## src/hw/rtl/fpk_pkg.sv

```systemverilog
package fpk_pkg;

  localparam int SigW  = 113;
  localparam int ExtW  = SigW + 1;
  localparam int ShW   = 7;
  localparam int ExpW  = 18;

  typedef enum logic [1:0] {FMT_INT32, FMT_SINGLE, FMT_DOUBLE, FMT_QUAD} fmt_t;
  typedef enum logic [1:0] {CLS_ZERO, CLS_NORMAL, CLS_INF, CLS_NAN} cls_t;
  typedef enum logic [1:0] {RM_NEAREST, RM_ZERO, RM_UP, RM_DOWN} rm_t;

  typedef struct packed {
    logic [1:0]         target_format;
    logic [1:0]         value_class;
    logic               sign;
    logic signed [15:0] exponent;
    logic [48:0]        significand_high;
    logic [63:0]        significand_low;
    logic               guard_bit;
    logic               sticky_bit;
  } item_t;

  typedef struct packed {
    logic [63:0] result_high;
    logic [63:0] result_low;
    logic        inexact_flag;
    logic        underflow_flag;
    logic        overflow_flag;
    logic        invalid_flag;
  } result_t;

  // Control that travels with each item down the pipe
  typedef struct packed {
    logic                   valid;
    fmt_t                   fmt;
    cls_t                   cls;
    logic                   sign;
    rm_t                    mode;
    logic signed [ExpW-1:0] ebias;
    logic                   tiny;
    logic                   int_ok;
  } ctl_t;

  localparam logic signed [ExpW-1:0] BiasSingle = 18'sd127;
  localparam logic signed [ExpW-1:0] BiasDouble = 18'sd1023;
  localparam logic signed [ExpW-1:0] BiasQuad   = 18'sd16383;
  localparam logic signed [ExpW-1:0] EmaxSingle = 18'sd255;
  localparam logic signed [ExpW-1:0] EmaxDouble = 18'sd2047;
  localparam logic signed [ExpW-1:0] EmaxQuad   = 18'sd32767;

  localparam logic signed [ExpW:0] PreShiftSingle = 19'sd89;
  localparam logic signed [ExpW:0] PreShiftDouble = 19'sd60;
  localparam logic signed [ExpW:0] IntPoint       = 19'sd112;
  localparam logic signed [ExpW:0] ShiftCap       = 19'sd127;
  localparam logic signed [ExpW-1:0] IntLimit     = 18'sd32;

endpackage

```

## src/hw/rtl/fpk_align.sv

```systemverilog
module fpk_align (
  input  logic                    clk,
  input  logic                    rst,
  input  logic                    accept,
  input  fpk_pkg::item_t          item,
  input  fpk_pkg::rm_t            mode,
  output fpk_pkg::ctl_t           ctl,
  output logic [fpk_pkg::SigW-1:0] sig,
  output logic                    g,
  output logic                    s
);

  logic signed [fpk_pkg::ExpW-1:0] e_ext;
  logic signed [fpk_pkg::ExpW-1:0] bias;
  logic signed [fpk_pkg::ExpW-1:0] ebias;
  logic signed [fpk_pkg::ExpW:0]   k_full;
  logic signed [fpk_pkg::ExpW:0]   denorm;
  logic [fpk_pkg::ShW-1:0]         k_cap;
  logic                            tiny_c;
  fpk_pkg::fmt_t                   fmt_c;
  fpk_pkg::cls_t                   cls_c;
  fpk_pkg::ctl_t                   ctl_next;

  fpk_pkg::ctl_t                   d_ctl;
  logic [fpk_pkg::SigW-1:0]        d_sig;
  logic                            d_g;
  logic                            d_s;
  logic [fpk_pkg::ShW-1:0]         d_k;

  logic [fpk_pkg::ExtW-1:0]        v;
  logic [fpk_pkg::ExtW-1:0]        vs;
  logic [fpk_pkg::ExtW-1:0]        lowmask;

  // Decode: biased exponent and total right shift
  always_comb begin
    fmt_c = fpk_pkg::fmt_t'(item.target_format);
    cls_c = fpk_pkg::cls_t'(item.value_class);
    e_ext = {{(fpk_pkg::ExpW-16){item.exponent[15]}}, item.exponent};
    case (fmt_c)
      fpk_pkg::FMT_SINGLE: bias = fpk_pkg::BiasSingle;
      fpk_pkg::FMT_DOUBLE: bias = fpk_pkg::BiasDouble;
      fpk_pkg::FMT_QUAD:   bias = fpk_pkg::BiasQuad;
      default:             bias = '0;
    endcase
    ebias  = e_ext + bias;
    tiny_c = (cls_c == fpk_pkg::CLS_NORMAL) && (fmt_c != fpk_pkg::FMT_INT32) &&
             (ebias <= 18'sd0);
    denorm = tiny_c ? (19'sd1 - {ebias[fpk_pkg::ExpW-1], ebias}) : 19'sd0;
    case (fmt_c)
      fpk_pkg::FMT_INT32:  k_full = fpk_pkg::IntPoint - {e_ext[fpk_pkg::ExpW-1], e_ext};
      fpk_pkg::FMT_SINGLE: k_full = fpk_pkg::PreShiftSingle + denorm;
      fpk_pkg::FMT_DOUBLE: k_full = fpk_pkg::PreShiftDouble + denorm;
      default:             k_full = denorm;
    endcase
    if (k_full < 19'sd0) begin
      k_cap = '0;
    end else if (k_full > fpk_pkg::ShiftCap) begin
      k_cap = fpk_pkg::ShiftCap[fpk_pkg::ShW-1:0];
    end else begin
      k_cap = k_full[fpk_pkg::ShW-1:0];
    end
    ctl_next.valid  = accept;
    ctl_next.fmt    = fmt_c;
    ctl_next.cls    = cls_c;
    ctl_next.sign   = item.sign;
    ctl_next.mode   = mode;
    ctl_next.ebias  = ebias;
    ctl_next.tiny   = tiny_c;
    ctl_next.int_ok = (cls_c == fpk_pkg::CLS_NORMAL) && (e_ext < fpk_pkg::IntLimit);
  end

  // Capture the decoded item
  always_ff @(posedge clk) begin
    if (rst) begin
      d_ctl.valid <= 1'b0;
    end else begin
      d_ctl <= ctl_next;
    end
    d_sig <= {item.significand_high, item.significand_low};
    d_g   <= item.guard_bit;
    d_s   <= item.sticky_bit;
    d_k   <= k_cap;
  end

  // Shift right, keeping guard and folding the rest into sticky
  always_comb begin
    v       = {d_sig, d_g};
    vs      = v >> d_k;
    lowmask = ~({fpk_pkg::ExtW{1'b1}} << d_k);
  end

  always_ff @(posedge clk) begin
    if (rst) begin
      ctl.valid <= 1'b0;
    end else begin
      ctl <= d_ctl;
    end
    sig <= vs[fpk_pkg::ExtW-1:1];
    g   <= vs[0];
    s   <= d_s | (|(v & lowmask));
  end

endmodule

```

## src/hw/rtl/fpk_round.sv

```systemverilog
module fpk_round (
  input  logic                     clk,
  input  logic                     rst,
  input  fpk_pkg::ctl_t            in_ctl,
  input  logic [fpk_pkg::SigW-1:0] sig,
  input  logic                     g,
  input  logic                     s,
  output fpk_pkg::ctl_t            ctl,
  output logic [fpk_pkg::ExtW-1:0] rounded,
  output logic                     inexact
);

  logic                     active;
  logic                     inc;
  logic [fpk_pkg::ExtW-1:0] sum;

  // Round in the selected direction, ties to even
  always_comb begin
    active = (in_ctl.cls == fpk_pkg::CLS_NORMAL) && (g | s);
    case (in_ctl.mode)
      fpk_pkg::RM_NEAREST: inc = g;
      fpk_pkg::RM_ZERO:    inc = 1'b0;
      fpk_pkg::RM_UP:      inc = !in_ctl.sign;
      fpk_pkg::RM_DOWN:    inc = in_ctl.sign;
      default:             inc = 1'b0;
    endcase
    inc = inc && active;
    sum = {1'b0, sig} + {{(fpk_pkg::ExtW-1){1'b0}}, inc};
    if (inc && (in_ctl.mode == fpk_pkg::RM_NEAREST) && !s) begin
      sum[0] = 1'b0;
    end
  end

  always_ff @(posedge clk) begin
    if (rst) begin
      ctl.valid <= 1'b0;
    end else begin
      ctl <= in_ctl;
    end
    rounded <= sum;
    inexact <= active;
  end

endmodule

```

## src/hw/rtl/fpk_pack.sv

```systemverilog
module fpk_pack (
  input  logic                     clk,
  input  logic                     rst,
  input  fpk_pkg::ctl_t            in_ctl,
  input  logic [fpk_pkg::ExtW-1:0] r,
  input  logic                     inexact,
  output logic                     done,
  output fpk_pkg::result_t         result
);

  fpk_pkg::result_t                res_next;
  logic                            to_inf;
  logic                            sgn;
  logic                            int_fit;
  logic signed [fpk_pkg::ExpW-1:0] e_s;
  logic signed [fpk_pkg::ExpW-1:0] e_d;
  logic signed [fpk_pkg::ExpW-1:0] e_q;

  // Pack into the target format and raise flags
  always_comb begin
    sgn = in_ctl.sign;
    case (in_ctl.mode)
      fpk_pkg::RM_NEAREST: to_inf = 1'b1;
      fpk_pkg::RM_ZERO:    to_inf = 1'b0;
      fpk_pkg::RM_UP:      to_inf = !sgn;
      fpk_pkg::RM_DOWN:    to_inf = sgn;
      default:             to_inf = 1'b1;
    endcase
    e_s = in_ctl.ebias + $signed({17'b0, r[24]});
    e_d = in_ctl.ebias + $signed({17'b0, r[53]});
    e_q = in_ctl.ebias + $signed({17'b0, r[113]});
    int_fit = (r[113:32] == '0) && (!r[31] || (sgn && (r[30:0] == '0)));
    res_next = '0;
    case (in_ctl.fmt)
      fpk_pkg::FMT_INT32: begin
        if (in_ctl.cls == fpk_pkg::CLS_ZERO) begin
          res_next.result_low = '0;
        end else if (in_ctl.int_ok && int_fit) begin
          res_next.result_low   = {32'b0, sgn ? (~r[31:0] + 32'd1) : r[31:0]};
          res_next.inexact_flag = inexact;
        end else begin
          res_next.result_low   = {32'b0, sgn ? 32'h8000_0000 : 32'h7fff_ffff};
          res_next.invalid_flag = 1'b1;
        end
      end
      fpk_pkg::FMT_SINGLE: begin
        case (in_ctl.cls)
          fpk_pkg::CLS_ZERO: res_next.result_low = {32'b0, sgn, 31'b0};
          fpk_pkg::CLS_INF:  res_next.result_low = {32'b0, sgn, 8'hff, 23'b0};
          fpk_pkg::CLS_NAN:  res_next.result_low = {32'b0, sgn, 8'hff, 1'b1, r[21:0]};
          default: begin
            res_next.inexact_flag = inexact;
            if (in_ctl.tiny) begin
              res_next.underflow_flag = 1'b1;
              res_next.result_low     = {32'b0, sgn, 7'b0, r[23:0]};
            end else if (e_s >= fpk_pkg::EmaxSingle) begin
              res_next.overflow_flag = 1'b1;
              res_next.inexact_flag  = 1'b1;
              res_next.result_low    = to_inf ? {32'b0, sgn, 8'hff, 23'b0}
                                              : {32'b0, sgn, 8'hfe, 23'h7f_ffff};
            end else begin
              res_next.result_low = {32'b0, sgn, e_s[7:0], r[22:0]};
            end
          end
        endcase
      end
      fpk_pkg::FMT_DOUBLE: begin
        case (in_ctl.cls)
          fpk_pkg::CLS_ZERO: res_next.result_low = {sgn, 63'b0};
          fpk_pkg::CLS_INF:  res_next.result_low = {sgn, 11'h7ff, 52'b0};
          fpk_pkg::CLS_NAN:  res_next.result_low = {sgn, 11'h7ff, 1'b1, r[50:0]};
          default: begin
            res_next.inexact_flag = inexact;
            if (in_ctl.tiny) begin
              res_next.underflow_flag = 1'b1;
              res_next.result_low     = {sgn, 10'b0, r[52:0]};
            end else if (e_d >= fpk_pkg::EmaxDouble) begin
              res_next.overflow_flag = 1'b1;
              res_next.inexact_flag  = 1'b1;
              res_next.result_low    = to_inf ? {sgn, 11'h7ff, 52'b0}
                                              : {sgn, 11'h7fe, {52{1'b1}}};
            end else begin
              res_next.result_low = {sgn, e_d[10:0], r[51:0]};
            end
          end
        endcase
      end
      default: begin
        case (in_ctl.cls)
          fpk_pkg::CLS_ZERO: res_next.result_high = {sgn, 63'b0};
          fpk_pkg::CLS_INF:  res_next.result_high = {sgn, 15'h7fff, 48'b0};
          fpk_pkg::CLS_NAN: begin
            res_next.result_high = {sgn, 15'h7fff, 1'b1, r[110:64]};
            res_next.result_low  = r[63:0];
          end
          default: begin
            res_next.inexact_flag = inexact;
            if (in_ctl.tiny) begin
              res_next.underflow_flag = 1'b1;
              res_next.result_high    = {sgn, 14'b0, r[112:64]};
              res_next.result_low     = r[63:0];
            end else if (e_q >= fpk_pkg::EmaxQuad) begin
              res_next.overflow_flag = 1'b1;
              res_next.inexact_flag  = 1'b1;
              res_next.result_high   = to_inf ? {sgn, 15'h7fff, 48'b0}
                                              : {sgn, 15'h7ffe, {48{1'b1}}};
              res_next.result_low    = to_inf ? 64'b0 : {64{1'b1}};
            end else begin
              res_next.result_high = {sgn, e_q[14:0], r[111:64]};
              res_next.result_low  = r[63:0];
            end
          end
        endcase
      end
    endcase
  end

  always_ff @(posedge clk) begin
    if (rst) begin
      done <= 1'b0;
    end else begin
      done <= in_ctl.valid;
    end
    result <= res_next;
  end

endmodule

```

## src/hw/rtl/float_round_and_pack_unit.sv

```systemverilog
// Float round-and-pack unit.
// Input: drive item and raise start; the item is transferred at a clock edge
// where start is high and busy is low. busy is high only during reset, so an
// item may be transferred in every cycle.
// Output: each item gives one result on result, marked by done for exactly one
// cycle. The item passes the decode, shift, round and pack registers in order;
// throughput is one item per cycle while busy is low.
// The four stages are: decode of exponent and shift count, the 113-bit
// right shift with guard/sticky, the rounding increment, and the final pack
// with flags.
// Configuration: cfg_write with cfg_data loads the rounding mode; write it
// only while no item is in flight.
// Reset clears the rounding mode to nearest-even and drops any item in flight.
// The receiver cannot stall: a result is presented once and never repeated.
module float_round_and_pack_unit (
  input  logic              clk,
  input  logic              rst,
  input  logic              start,
  output logic              busy,
  input  fpk_pkg::item_t    item,
  output logic              done,
  output fpk_pkg::result_t  result,
  input  logic              cfg_write,
  input  logic [1:0]        cfg_data
);

  fpk_pkg::rm_t                rounding_mode;
  logic                        accept;
  fpk_pkg::ctl_t               a_ctl;
  logic [fpk_pkg::SigW-1:0]    a_sig;
  logic                        a_g;
  logic                        a_s;
  fpk_pkg::ctl_t               r_ctl;
  logic [fpk_pkg::ExtW-1:0]    r_val;
  logic                        r_inexact;

  assign busy   = rst;
  assign accept = start && !busy;

  // Hold the rounding mode
  always_ff @(posedge clk) begin
    if (rst) begin
      rounding_mode <= fpk_pkg::RM_NEAREST;
    end else if (cfg_write) begin
      rounding_mode <= fpk_pkg::rm_t'(cfg_data);
    end
  end

  fpk_align u_align (
    .clk    (clk),
    .rst    (rst),
    .accept (accept),
    .item   (item),
    .mode   (rounding_mode),
    .ctl    (a_ctl),
    .sig    (a_sig),
    .g      (a_g),
    .s      (a_s)
  );

  fpk_round u_round (
    .clk     (clk),
    .rst     (rst),
    .in_ctl  (a_ctl),
    .sig     (a_sig),
    .g       (a_g),
    .s       (a_s),
    .ctl     (r_ctl),
    .rounded (r_val),
    .inexact (r_inexact)
  );

  fpk_pack u_pack (
    .clk     (clk),
    .rst     (rst),
    .in_ctl  (r_ctl),
    .r       (r_val),
    .inexact (r_inexact),
    .done    (done),
    .result  (result)
  );

  // Every transfer gives exactly one result
  a_latency: assert property (@(posedge clk) disable iff (rst)
    done == $past(accept, 4))
    else $error("done does not follow a transfer by four cycles");

  a_ovf_inexact: assert property (@(posedge clk) disable iff (rst)
    (done && result.overflow_flag) |-> result.inexact_flag)
    else $error("overflow without inexact");

  a_invalid_excl: assert property (@(posedge clk) disable iff (rst)
    done |-> !(result.invalid_flag && (result.inexact_flag || result.overflow_flag ||
                                       result.underflow_flag)))
    else $error("invalid raised with another flag");

  a_high_quad: assert property (@(posedge clk) disable iff (rst)
    (done && (result.result_high != '0)) |->
      ($past(item.target_format, 4) == fpk_pkg::FMT_QUAD))
    else $error("upper result half set for a narrow format");

endmodule

```

## config.mk

```make
export PLATFORM = sky130hd
export DESIGN_NAME = float_round_and_pack_unit
export DESIGN_NICKNAME = d
export VERILOG_FILES = /design/src/hw/rtl/fpk_pkg.sv /design/src/hw/rtl/fpk_align.sv /design/src/hw/rtl/fpk_round.sv /design/src/hw/rtl/fpk_pack.sv /design/src/hw/rtl/float_round_and_pack_unit.sv
export SDC_FILE = /design/constraint.sdc
export NUM_CORES = 2
export LEC_CHECK = 0
export BUFFER_PORTS_ARGS = -buffer_cell sky130_fd_sc_hd__buf_4
export CAP_MARGIN = 20
export CORE_MARGIN = 1.5
export CORE_UTILIZATION = 45
export CTS_CLUSTER_SIZE = 28
export DETAILED_ROUTE_END_ITERATION = 10
export MAX_ROUTING_LAYER = met4
export RECOVER_POWER = 25
export SLEW_MARGIN = 0
export SYNTH_ARGS = -nofsm -noshare
export SYNTH_HDL_FRONTEND = slang
export SYNTH_SLANG_ARGS = --single-unit
```

## constraint.sdc

```tcl
create_clock -name clk -period 10.47 [get_ports clk]
set_input_delay 0.5235 -clock clk [delete_from_list [all_inputs] [get_ports clk]]
set_output_delay 0.5235 -clock clk [all_outputs]
set_load 0.05 [all_outputs]
```

==> reports/metrics.csv <==
metric,value,unit
multi-input logic area,0.0183,sq mm
total internal power,4.45,mW
Final Wtd Congestion,1.04,
hold_ws,0.0809,ns
"delay-heaviest family, CP",simple AND/OR/NAND/NOR gates,
CP bufs+invs,5,
design area,0.0373,sq mm
placed instance count,4731,
Post-Layout Cell Count,4957,
HPWL after detailed placement,83.8,mm
peak supply drop,0.000148,V
pre-CTS setup slack,2.92,ns
Post-synth EDFFs,78,
worst hold path class,in2reg,
DRC,0,
Rows,97,
setup TNS,0,ns
"Hold Vio Cnt, Final",0,
crit start category,input pin,
fraction of registers with async set/reset,0,%
Sw Pwr,2.63,mW
Slew Limit Fails,121,
largest net degree at the start of global routing,101,
PwrDens,190,mW/mm^2
Slew @ Worst Pin,3.94,ns
die height,269,um
Clock transition at path regs,0.07,ns
Clock Tree Root,clkbuf_16,
met1 global-route usage,41.1,%
crit end category,flip-flop,
FF/Latch Area,0.0122,sq mm
CP max-delay cell,clkbuf_1,
worst clock skew,0.0285,ns
post-synthesis compound-gate area fraction,18.5,%
Top Usage Layer GRT,met2,
I/O pins,276,
"Gates resized, CTS repair",0,
largest family of logic cells by synthesized area,simple AND/OR/NAND/NOR gates,
Syn Inst Count,3748,
most frequent cells in the layout,"593 x nand2_1, 483 x dfxtp_1, 383 x nor2_1",
status,"complete, but fails checks",
share of cells above drive strength 1,15.1,%
global-route wire length before repair,168,mm
"Arr. time, crit path",8.70,ns
mux share of post-synthesis cell area,11.6,%
Synth Warn #,0,
Post-Synth XOR/XNOR Area,4.97,%
Worst-Skew Late Latency,0.64,ns
Detail Route Antenna Nets,0,
clock share of power,28.4,%
Synth cell types,113,
logic gate share of total power,32.3,%
Yosys reg bits,568,
Clock Tree Buf Depth,3,
Syn Nets,3917,
Die Span X,269,um
"Seq/Total Area, Yosys",38.3,%
Fmax achieved,0.122,GHz
DR WL/cell,22.6,um
area growth from synthesis to layout,17.5,%
Synth Area in Simple Gates,21.2,%
Iter 0 DRT Violations,3454,
CP required,10.95,ns
Setup WS post-layout,2.25,ns
DR vias,29475,
vias in the first global route,27240,
iteration count of the initial detailed-routing pass,6,
Overall Global Routing Usage,31.3,%
# port buffers,275,
DP Area,0.0342,sq mm
CTS HTree Levels,2,
prevailing post-synth register cell,dfxtp_1,
Max stage delay on crit path,1.31,ns
Crit Path Category,in2reg,
GRT met3 Usage,4.20,%
min Tclk post-route,8.22,ns
Sink Count,568,
"most common cell after layout, fill and taps aside",nand2_1,
"Setup Fix Bufs, Post-CTS",0,
Routed WL,112,mm
# nets final,4135,
antenna violations before repair,5,
GRT overflow,0,
Synth Area in Adders,1.18,%
"Avg Cell Area, Syn",8.47,sq um
Worst Path Max Fanout,41,
max_cap viols,2,
Post-Synthesis Cell Area,0.0318,sq mm
leak pwr,14.6,nW
# fillers,6654,
sequential share of power,39.3,%
RSZ-0062 raised after global routing,no,
CTS tree,yes,
Util after Layout,53.4,%
CTS Buf Count,57,
core area,0.0699,sq mm
failing checks,"max-capacitance violations, max-slew violations",
initial cell density of the core,45.4,%
GR Util met2,48.4,%
most frequent CP cell,nand2_1,
Final setup viols,0,
Tcrit/Tclk final,78.5,%
Slew Limit Headroom,-163,%
vias per inst,5.95,
die area,0.0722,sq mm
Net Sw Frac,37.2,%
Tot Pwr,7.08,mW
-- power groups by stage --
| stage | Sequential, mW | Clock [mW] | Combinational (mW) |
|---|---|---|---|
| 4_1_cts | 2.77 | 2.05 | 2.23 |
| 5_1_grt | 2.81 | 2.14 | 2.44 |
| 3_5_place_dp | 2.82 | 0 | 2.19 |
| 2_1_floorplan | 2.77 | 0 | 1.48 |
| 6_report | 2.78 | 2.01 | 2.28 |
| 3_3_place_gp | 2.81 | 0 | 2.19 |
-- per-layer routing --
metal,wire length (um),share of wire [%]
met5,0,0
met4,5420,4.8
met3,8420,7.5
met2,51000,45
met1,47300,42
-- final cells by class --
class / instances / share of cell area, %
antenna: 7 / 0.0469
inverter: 63 / 0.647
clock inverter: 26 / 0.567
sequential: 568 / 32.6
tap: 940 / 3.15
multi-input combinational: 2847 / 49.0
timing repair buffer: 429 / 9.38
clock buffer: 77 / 4.56
-- state kept, by name, summed over array words and instances (netlist names) --
signal	flops
u_pack.result	132
u_round.rounded	114
u_align.d_sig	113
u_align.sig	113
u_align.ctl	27
u_align.d_ctl	27
u_round.ctl	27
u_align.d_k	7
rounding_mode	2
u_align.d_g	1
u_align.d_s	1
u_align.g	1
u_align.s	1
u_pack.done	1
u_round.inexact	1
-- kinds of logic after synthesis --
group	Yosys count
simple gates	1467
compound gates	931
flops	568
buf+inv	333
mux	243
xor+xnor	176
fa+ha+maj	30
-- path summary, 6_finish.rpt --
path | startpoint | endpoint | slack (ns) | cells after the start
setup / recovery | item[134] | u_align.d_k[6]$_SDFF_PN0_ | 2.25 | 28
hold / removal | item[131] | u_align.d_ctl[22]$_DFFE_PN_ | 0.08 | 1
setup reg to reg | u_round.rounded[24]$_DFF_P_ | u_pack.result[7]$_DFF_P_ | 5.56 | 13
hold reg to reg | u_align.d_ctl[10]$_DFFE_PN_ | u_align.ctl[10]$_DFFE_PN_ | 0.40 | 0
-- cell usage after synthesis (36+ instances only) --
library cell	number	share of area, %
a21oi_1	226	3.6
buf_1	58	0.69
clkbuf_1	176	2.1
dfxtp_1	490	31
edfxtp_1	78	7.4
inv_1	54	0.64
mux2i_1	132	4.2
mux4_2	99	7.0
nand2_1	593	7.0
nand3_1	99	1.6
nand4_1	49	0.97
nor2_1	384	4.5
nor3_1	61	0.96
nor4_1	48	0.95
o21a_1	58	1.4
o21ai_0	306	4.8
o22ai_1	43	0.85
xnor2_1	136	3.8
xor2_1	36	0.99
-- what timing repair did --
| item | in CTS | in global routing |
|---|---|---|
| hold endpoints to repair | 115 | 0 |
| hold buffers | 115 | 0 |
| endpoints found under the setup margin | 0 | 0 |
Note: power is estimated with default switching activity, not from simulation.
